$ cat src/design/dtp_pkg.sv
// ----------------------------------------------------------------------------
// dtp_pkg
// Shared types and constants for the timestamp text parser and validator.
// ----------------------------------------------------------------------------
`timescale 1ns / 1ps
`default_nettype none

package dtp_pkg;

  // One character of the timestamp text.
  typedef struct packed {
    logic [7:0] ch;
    logic       last;
  } dtp_in_t;

  // One parse result.
  typedef struct packed {
    logic        valid_res;
    logic [13:0] year;
    logic [3:0]  month;
    logic [4:0]  day;
    logic [4:0]  hour;
    logic [5:0]  minute;
  } dtp_out_t;

  localparam logic [4:0] TS_LEN  = 5'd16;
  localparam logic [4:0] POS_SAT = 5'd17;

  // Character positions of the separators and of the two low year digits.
  localparam logic [4:0] POS_YEAR_SEP  = 5'd4;
  localparam logic [4:0] POS_MONTH_SEP = 5'd7;
  localparam logic [4:0] POS_DAY_SEP   = 5'd10;
  localparam logic [4:0] POS_HOUR_SEP  = 5'd13;
  localparam logic [4:0] POS_YEAR_D2   = 5'd2;
  localparam logic [4:0] POS_YEAR_D3   = 5'd3;

  localparam logic [7:0] CH_DASH  = 8'h2D;
  localparam logic [7:0] CH_SLASH = 8'h2F;
  localparam logic [7:0] CH_COLON = 8'h3A;
  localparam logic [7:0] CH_ZERO  = 8'h30;
  localparam logic [7:0] CH_NINE  = 8'h39;

  localparam logic [13:0] YEAR_MIN   = 14'd1000;
  localparam logic [13:0] YEAR_MAX   = 14'd9999;
  localparam logic [6:0]  MONTH_MAX  = 7'd12;
  localparam logic [6:0]  MONTH_FEB  = 7'd2;
  localparam logic [6:0]  MONTH_APR  = 7'd4;
  localparam logic [6:0]  MONTH_JUN  = 7'd6;
  localparam logic [6:0]  MONTH_SEP  = 7'd9;
  localparam logic [6:0]  MONTH_NOV  = 7'd11;
  localparam logic [4:0]  DAYS_LONG  = 5'd31;
  localparam logic [4:0]  DAYS_SHORT = 5'd30;
  localparam logic [4:0]  DAYS_LEAP  = 5'd29;
  localparam logic [4:0]  DAYS_FEB   = 5'd28;
  localparam logic [6:0]  HOUR_MAX   = 7'd23;
  localparam logic [13:0] MINUTE_MAX = 14'd59;

endpackage : dtp_pkg

`default_nettype wire

$ cat src/design/datetime_text_parse_validate.sv
// ----------------------------------------------------------------------------
// datetime_text_parse_validate
// Parses YYYY-MM-DD/HH:MM text, one character per transfer, and checks the
// format and the Gregorian calendar; one result per flagged last character.
// ----------------------------------------------------------------------------
//  Channel | Ports                         | Payload   | Transfers
//  --------+-------------------------------+-----------+-------------------------
//  input   | in_valid, in_stall, in_data   | dtp_in_t  | one per character
//  result  | out_valid, out_stall, out_data| dtp_out_t | one per last character
//
//  One character is taken every cycle while no last character waits on a held
//  result. A character is registered on its transfer; its processing then updates
//  the parse state and, for a last character, loads the result register, from
//  which the result is offered.
//  Only a last character waits on a held result; other characters keep flowing.
//  Reset clears the parse state and both valid flags.
// ----------------------------------------------------------------------------
`timescale 1ns / 1ps
`default_nettype none

module datetime_text_parse_validate
  import dtp_pkg::*;
(
  input  wire logic     clk,
  input  wire logic     rst_n,
  input  wire logic     in_valid,
  output logic          in_stall,
  input  wire dtp_in_t  in_data,
  output logic          out_valid,
  input  wire logic     out_stall,
  output dtp_out_t      out_data
);

  logic     inq_valid_r;
  dtp_in_t  inq_r;
  logic     out_valid_r;
  dtp_out_t out_data_r;

  logic [4:0]  pos_r,     pos_nxt;
  logic        bad_r,     bad_nxt;
  logic [13:0] accum_r,   accum_nxt;
  logic [13:0] year_r,    year_nxt;
  logic [6:0]  month_r,   month_nxt;
  logic [6:0]  day_r,     day_nxt;
  logic [6:0]  hour_r,    hour_nxt;
  logic [1:0]  century_r, century_nxt;
  logic [6:0]  yr_lo_r,   yr_lo_nxt;

  logic        proc;
  logic        is_digit;
  logic [3:0]  digit;
  logic [13:0] accum_x10;
  logic [7:0]  sep_ch;
  logic        leap;
  logic [4:0]  dmax;
  logic        ok;
  dtp_out_t    res;

  // A non-last character never touches the result register.
  assign proc     = inq_valid_r && (!inq_r.last || !out_valid_r || !out_stall);
  assign in_stall = inq_valid_r && !proc;

  assign is_digit  = (inq_r.ch >= CH_ZERO) && (inq_r.ch <= CH_NINE);
  assign digit     = inq_r.ch[3:0];
  assign accum_x10 = {accum_r[10:0], 3'b000} + {accum_r[12:0], 1'b0};

  always_comb begin
    priority if (pos_r == POS_DAY_SEP) begin
      sep_ch = CH_SLASH;
    end else if (pos_r == POS_HOUR_SEP) begin
      sep_ch = CH_COLON;
    end else begin
      sep_ch = CH_DASH;
    end
  end

  always_comb begin
    bad_nxt     = bad_r;
    accum_nxt   = accum_r;
    year_nxt    = year_r;
    month_nxt   = month_r;
    day_nxt     = day_r;
    hour_nxt    = hour_r;
    century_nxt = century_r;
    yr_lo_nxt   = yr_lo_r;
    pos_nxt     = (pos_r >= TS_LEN) ? POS_SAT : pos_r + 5'd1;
    if (pos_r < TS_LEN) begin
      if (pos_r == POS_YEAR_SEP || pos_r == POS_MONTH_SEP ||
          pos_r == POS_DAY_SEP || pos_r == POS_HOUR_SEP) begin
        if (inq_r.ch != sep_ch) begin
          bad_nxt = 1'b1;
        end else begin
          priority if (pos_r == POS_YEAR_SEP) begin
            year_nxt = accum_r;
          end else if (pos_r == POS_MONTH_SEP) begin
            month_nxt = accum_r[6:0];
          end else if (pos_r == POS_DAY_SEP) begin
            day_nxt = accum_r[6:0];
          end else begin
            hour_nxt = accum_r[6:0];
          end
          accum_nxt = '0;
        end
      end else if (is_digit) begin
        accum_nxt = accum_x10 + {10'd0, digit};
        // The two low year digits are kept apart for the leap-year test;
        // of the century only its remainder by four matters.
        if (pos_r == POS_YEAR_D2) begin
          century_nxt = accum_r[1:0];
          yr_lo_nxt   = {3'd0, digit};
        end else if (pos_r == POS_YEAR_D3) begin
          yr_lo_nxt = {yr_lo_r[3:0], 3'b000} + {yr_lo_r[5:0], 1'b0} + {3'd0, digit};
        end
      end else begin
        bad_nxt = 1'b1;
      end
    end
  end

  // With a clean format the year is exactly century * 100 + low two digits.
  assign leap = (yr_lo_r == 7'd0) ? (century_r == 2'b00) : (yr_lo_r[1:0] == 2'b00);

  always_comb begin
    if (month_r == MONTH_APR || month_r == MONTH_JUN ||
        month_r == MONTH_SEP || month_r == MONTH_NOV) begin
      dmax = DAYS_SHORT;
    end else if (month_r == MONTH_FEB) begin
      dmax = leap ? DAYS_LEAP : DAYS_FEB;
    end else begin
      dmax = DAYS_LONG;
    end
  end

  assign ok = (pos_nxt == TS_LEN) && !bad_nxt &&
              (year_r >= YEAR_MIN) && (year_r <= YEAR_MAX) &&
              (month_r >= 7'd1) && (month_r <= MONTH_MAX) &&
              (day_r >= 7'd1) && (day_r <= {2'b00, dmax}) &&
              (hour_r <= HOUR_MAX) && (accum_nxt <= MINUTE_MAX);

  always_comb begin
    res = '0;
    if (ok) begin
      res.valid_res = 1'b1;
      res.year      = year_r;
      res.month     = month_r[3:0];
      res.day       = day_r[4:0];
      res.hour      = hour_r[4:0];
      res.minute    = accum_nxt[5:0];
    end
  end

  always_ff @(posedge clk) begin
    if (!rst_n) begin
      inq_valid_r <= 1'b0;
    end else if (in_valid && !in_stall) begin
      inq_valid_r <= 1'b1;
    end else if (proc) begin
      inq_valid_r <= 1'b0;
    end
  end

  always_ff @(posedge clk) begin
    if (in_valid && !in_stall) begin
      inq_r <= in_data;
    end
  end

  always_ff @(posedge clk) begin
    if (!rst_n || (proc && inq_r.last)) begin
      pos_r     <= '0;
      bad_r     <= 1'b0;
      accum_r   <= '0;
      year_r    <= '0;
      month_r   <= '0;
      day_r     <= '0;
      hour_r    <= '0;
      century_r <= '0;
      yr_lo_r   <= '0;
    end else if (proc) begin
      pos_r     <= pos_nxt;
      bad_r     <= bad_nxt;
      accum_r   <= accum_nxt;
      year_r    <= year_nxt;
      month_r   <= month_nxt;
      day_r     <= day_nxt;
      hour_r    <= hour_nxt;
      century_r <= century_nxt;
      yr_lo_r   <= yr_lo_nxt;
    end
  end

  always_ff @(posedge clk) begin
    if (!rst_n) begin
      out_valid_r <= 1'b0;
    end else if (proc && inq_r.last) begin
      out_valid_r <= 1'b1;
    end else if (!out_stall) begin
      out_valid_r <= 1'b0;
    end
  end

  always_ff @(posedge clk) begin
    if (proc && inq_r.last) begin
      out_data_r <= res;
    end
  end

  assign out_valid = out_valid_r;
  assign out_data  = out_data_r;

endmodule : datetime_text_parse_validate

`default_nettype wire

$ cat config.mk
export PLATFORM = sky130hd
export DESIGN_NAME = datetime_text_parse_validate
export DESIGN_NICKNAME = d
export VERILOG_FILES = /design/src/design/dtp_pkg.sv /design/src/design/datetime_text_parse_validate.sv
export SDC_FILE = /design/constraint.sdc
export NUM_CORES = 1
export LEC_CHECK = 0
export BUFFER_PORTS_ARGS = -buffer_cell sky130_fd_sc_hd__buf_4
export CORE_ASPECT_RATIO = 0.75
export CORE_MARGIN = 2
export CORE_UTILIZATION = 55
export DETAILED_ROUTE_END_ITERATION = 8
export MAX_ROUTING_LAYER = met4
export PLACE_DENSITY_LB_ADDON = 0.08
export SLEW_MARGIN = 20
export SYNTH_ARGS = -nofsm -noshare
export SYNTH_HDL_FRONTEND = slang
export SYNTH_SLANG_ARGS = --single-unit
$ cat constraint.sdc
create_clock -name clk -period 10.9 [get_ports clk]
set_input_delay 2.18 -clock clk [delete_from_list [all_inputs] [get_ports clk]]
set_output_delay 2.18 -clock clk [all_outputs]
set_load 0.005 [all_outputs]
# --- Word level (Yosys, flattened, before mapping) ---
# Cells that the tools add are included.
word_totals:
  out_inout_bits: 37
  word_cells: 118
  regBits: 110
  in_bits: 13
op_classes:
  bitwise: 5
  eq_ne: 14
  muxes: 22
  reduce_logical: 41
  n_lt_le_gt_ge: 12
  n_addsub: 5
ops:
  columns: ["operator", "count"]
  rows:
  - ["$mux 14", 4]
  - ["$mux 35", 1]
  - ["$mux 5", 3]
  - ["$reduce_and 5->1", 3]
  - ["$add 14x14->14", 1]
  - ["$add 14x4->14", 1]
  - ["$eq 7x3->1 const B", 2]
  - ["$eq 7x4->1 const B", 2]
  - ["$ge 14x10->1 const B", 1]
  - ["$ge 7x1->1 const B", 2]
  - ["$le 14x14->1 const B", 1]
  - ["$le 14x6->1 const B", 1]
  - ["$logic_and 1x1->1", 14]
  - ["$mux 7", 2]
  - ["$reduce_and 7->1", 2]
  - ["$eq 5x2->1 const B", 2]
  - ["$eq 5x3->1 const B", 2]
  - ["$eq 5x4->1 const B", 2]
  - ["$mux 1", 10]
  - ["$logic_or 1x1->1", 9]
  - ["$ge 8x6->1 const B", 1]
  - ["$le 8x6->1 const B", 1]
  - ["$ne 8x8->1", 1]
  - ["$add 7x4->7", 1]
  - ["17 further kinds", 30]

# --- Depth between registers and ports, before layout ---
logic_depth:
  ltp_word: 18
  ltp_mapped: 16

# --- Least setup slack after synthesis ---
# No wires, ideal clock.
synth_path:
  path_kind: "input to output"
  startpoint: "input port out_stall"
  endpoint: "output port in_stall"
  required_time_ps: 8720
  arrival_time_ps: 2444
  n_path_buf: 0
  slack_ps: 6276
  cell_stages: 2
  path_cell_list: "nand3_1 -> nor2_1"
synth_via:
  elab_chain_cells: 5
synth_rtl:
  columns: ["item", "line_no", "source"]
  rows:
  - ["start: declaration", "datetime_text_parse_validate.sv:30", "input wire logic out_stall,"]
  - ["$logic_not 1->1", null, null]
  - ["$logic_or 1x1->1", "datetime_text_parse_validate.sv:60", "assign proc = inq_valid_r && (!inq_r.last || !out_valid_r || !out_stall);"]
  - ["$logic_and 1x1->1", "datetime_text_parse_validate.sv:60", null]
  - ["$logic_not 1->1", "datetime_text_parse_validate.sv:61", "assign in_stall = inq_valid_r && !proc;"]
  - ["$logic_and 1x1->1", "datetime_text_parse_validate.sv:61", null]
  - ["end: declaration", "datetime_text_parse_validate.sv:27", "output logic in_stall,"]
# Every way passes these cells.

# --- Worst setup path in the final report ---
# Same ends and word-level chain as after synthesis.

==> flow_metrics.py <==
metrics = {
    "grt": {
        "met3_usage_pct": 5.01,
        "busiest_layer": "met2",
        "grt_max_degree": 65,
        "antenna_found_initial": 0,
        "grt-ovfl-total": 0,
        "grtUsageTotal_pct": 25.1,
        "grt_pass1_wl_um": 22800,
        "grt_pass1_vias": 4388,
        "grt_util_met1_pct": 34.2,
        "use_met2_pct": 38.8,
    },
    "power_and_ir_drop": {
        "vdd_drop_max_mv": 0.0971,
        "switching_share_pct": 25.4,
        "p_clk_share_pct": 41.7,
        "power_frac_comb_pct": 5.1,
        "internal-power_uw": 614,
        "powerDensity_nw_per_um2": 123,
        "leakagePower_nw": 2.60,
        "p_seq_share_pct": 53.2,
        "p_sw_uw": 209,
    },
    "yosys": {
        "synthCells": 562,
        "ys_seq_elements": 110,
        "yosysUniqueCellTypes": 65,
        "ys_warn_count": 0,
        "ys.flop_type": "dfxtp_1",
        "syn_nets": 615,
        "synth_area_per_cell_um2": 10.6,
        "synth_area_um2": 5980,
        "yosysSeqAreaShare_pct": 44.2,
        "synth_edf_count": 44,
        "async_flop_share_pct": 0,
    },
    "timing": {
        "post-route-period-util_pct": 44.8,
        "slew_headroom_pct": 34.9,
        "final-hold-violation-count": 0,
        "drv_slew": 0,
        "fin_setup_tns_ps": 0,
        "finalClockSkew_ps": 11.9,
        "tightest_slew_ps": 976,
        "min_period_ps": 4890,
        "grt_setup_unrepaired": "no",
        "timing.hold.ws_ps": 467,
        "setup_viol": 0,
        "fmax_mhz": 205,
    },
    "outcome": {
        "outcome": "finished, final reports clean",
    },
    "finish": {
        "fin_area_um2": 6700,
        "final_cell_mix": "nor2_1, dfxtp_1, buf_4",
        "syn_to_final_growth_pct": 12.1,
        "final_common_cell": "nor2_1",
        "nets": 646,
        "n_fill_cell": 846,
        "layout-drive-gt1-share_pct": 18.2,
        "n_antenna_cell": 0,
    },
    "clocking": {
        "root_buffer": "clkbuf_16",
        "hold_buffers": 0,
        "clk_pin_slew_ps": 70,
        "cts_made_buffers": 9,
        "htreeDepth": 3,
        "cts_setup_buffers": 0,
        "cts.path.max_buffers": 2,
        "post_cts_resized": 0,
        "cts_tree": "built",
        "clock-sinks": 110,
        "clock_latency_ps": 360,
    },
    "run": {
        "cap_violations": 0,
    },
    "min_path": {
        "holdCritPathClass": "reg2reg",
        "worstHoldStart": "yr_lo_r[6]$_SDFFE_PP0P_",
        "whs_path_depth": 2,
        "hold_end": "yr_lo_r[6]$_SDFFE_PP0P_",
    },
    "worst_setup_path": {
        "criticalPathCategory": "in2out",
        "endpoint_kind": "primary output",
        "setup.worst_path.start_class": "input pin",
        "cp_max_fo": 3,
        "crit_arrival_ps": 2710,
        "r2r_slack_ps": 6470,
        "rr_startpoint": "accum_r[0]$_SDFFE_PP0P_",
        "r2r_end": "out_data[6]$_SDFFCE_PN0P_",
        "cp.required_ps": 8720,
        "rr_worst_depth": 11,
    },
    "floorplanning": {
        "die_h_um": 94.3,
        "die-area_um2": 11700,
        "initial_core_util_pct": 57.2,
        "ios": 50,
        "coreArea_um2": 10500,
        "die_w_um": 124,
        "rows": 32,
    },
    "drt": {
        "dr.pass1.iters": 6,
        "antenna_left": 0,
        "drt_iter0_drc": 467,
        "vias_per_cell": 6.15,
        "vias": 4512,
        "drc": 0,
        "routedWlPerCell_um": 18.9,
        "totalWireLength_um": 13900,
    },
    "placed_design": {
        "dp_hpwl_um": 9690,
        "dpl_cell_area_um2": 6380,
        "gp_congestion": 0.867,
        "port_buffers": 49,
    },
}
[cells in the mapped netlist, types with 2 or more instances]
cell        n  area (µm²)
a211oi_1   10        75.1
a21oi_1    29         145
a221o_1     2        20.0
o21ai_0    18        90.1
a2bb2oi_1   2        17.5
o211ai_1    3        22.5
edfxtp_1   44        1320
nand3_1     9        45.0
a21o_1      5        37.5
nand4b_1    2        17.5
o21bai_1    3        22.5
o31ai_1     2        15.0
nand4b_4    2        47.6
or3_1       4        25.0
a2111oi_4   2        55.1
nor2_1     83         312
nor3_1      9        45.0
nor3b_1     2        15.0
and4b_1     3        30.0
a22oi_1     9        67.6
buf_6       5        56.3
nor4b_2    25         375
xnor2_1    10        87.6
ha_1       36         450
dfxtp_1    66        1320
nor4_1     13        81.3
xor2_1      4        35.0
mux2i_1    38         380
nor4b_1     2        17.5
nand3b_1    2        15.0
clkbuf_1   17        63.8
nand2_1    26        97.6
o41ai_1     2        17.5
inv_1      16        60.1
nor4_2      2        25.0
o21a_1      3        22.5
a31oi_1     5        31.3
fa_1        4        80.1
nand4_1     7        43.8
buf_2       9        45.0
nor2b_1     3        18.8
[state kept, by name, indices dropped and copies added (netlist names)]
name         flops
accum_r         14
bad_r            1
century_r        2
day_r            7
digit            4
hour_r           7
inq_r            5
inq_valid_r      1
month_r          7
out_data        35
out_valid        1
pos_r            5
year_r          14
yr_lo_r          7
[logic make-up after synthesis]
group	Yosys count	share of synthesized area, %
AND/OR/NAND/NOR	203	21.6
adder cells (fa/ha/maj)	40	8.87
flip-flops	110	44.2
multiplexers	39	6.59
AO/OA/AOI/OAI	108	12.8
XOR/XNOR	14	2.05
buffers and inverters	48	3.89
[through the flow]
stage	util, %	cells	total power [mW]	setup WS (ps)
after floorplan	-	562	0.474	6280
after global routing	64.1	734	0.850	5940
after detailed placement	61.1	718	0.489	6020
after global placement	61.1	718	0.487	6060
after CTS	64.1	734	0.828	6020
final	64.1	734	0.823	6010
[power by group through the flow]
| stage | combinational, mW | clock (mW) | sequential, mW |
|---|---|---|---|
| 2_1_floorplan | 0.0297 | 0 | 0.444 |
| 3_3_place_gp | 0.0400 | 0 | 0.447 |
| 3_5_place_dp | 0.0413 | 0 | 0.447 |
| 4_1_cts | 0.0418 | 0.348 | 0.438 |
| 5_1_grt | 0.0465 | 0.365 | 0.438 |
| 6_report | 0.0418 | 0.343 | 0.438 |
[layout make-up]
class,instances,area (µm²),area share [%]
Multi-Input combinational cell,404,3120,46.5
Sequential cell,110,2640,39.4
Timing Repair Buffer,52,390,5.82
Clock buffer,9,225,3.36
Tap cell,136,170,2.54
Clock inverter,7,96.3,1.44
Inverter,16,60.1,0.896
[worst max-delay path, stage by stage]
cell and delay [ps]:
buf_4 90, nand3_1 110, nor2_1 190, buf_4 150
[metal layers]
| layer | vias up | wire length (µm) | part of all wire, % |
|---|---|---|---|
| met2 | 139 | 6450 | 47 |
| met5 | - | 0 | 0 |
| met3 | 21 | 838 | 6.0 |
| met1 | 2192 | 6420 | 46 |
| met4 | 0 | 150 | 1.1 |
| li1 | 2160 | - | - |
[how the worst max path moves through the flow]
stage          startpoint        to  slack (ps)
3_3_place_gp    out_stall  in_stall        6060
3_5_place_dp    out_stall  in_stall        6020
5_1_grt         out_stall  in_stall        5940
6_report        out_stall  in_stall        6010
4_1_cts         out_stall  in_stall        6020
2_1_floorplan   out_stall  in_stall        6280
(Power assumes the default switching activity.)
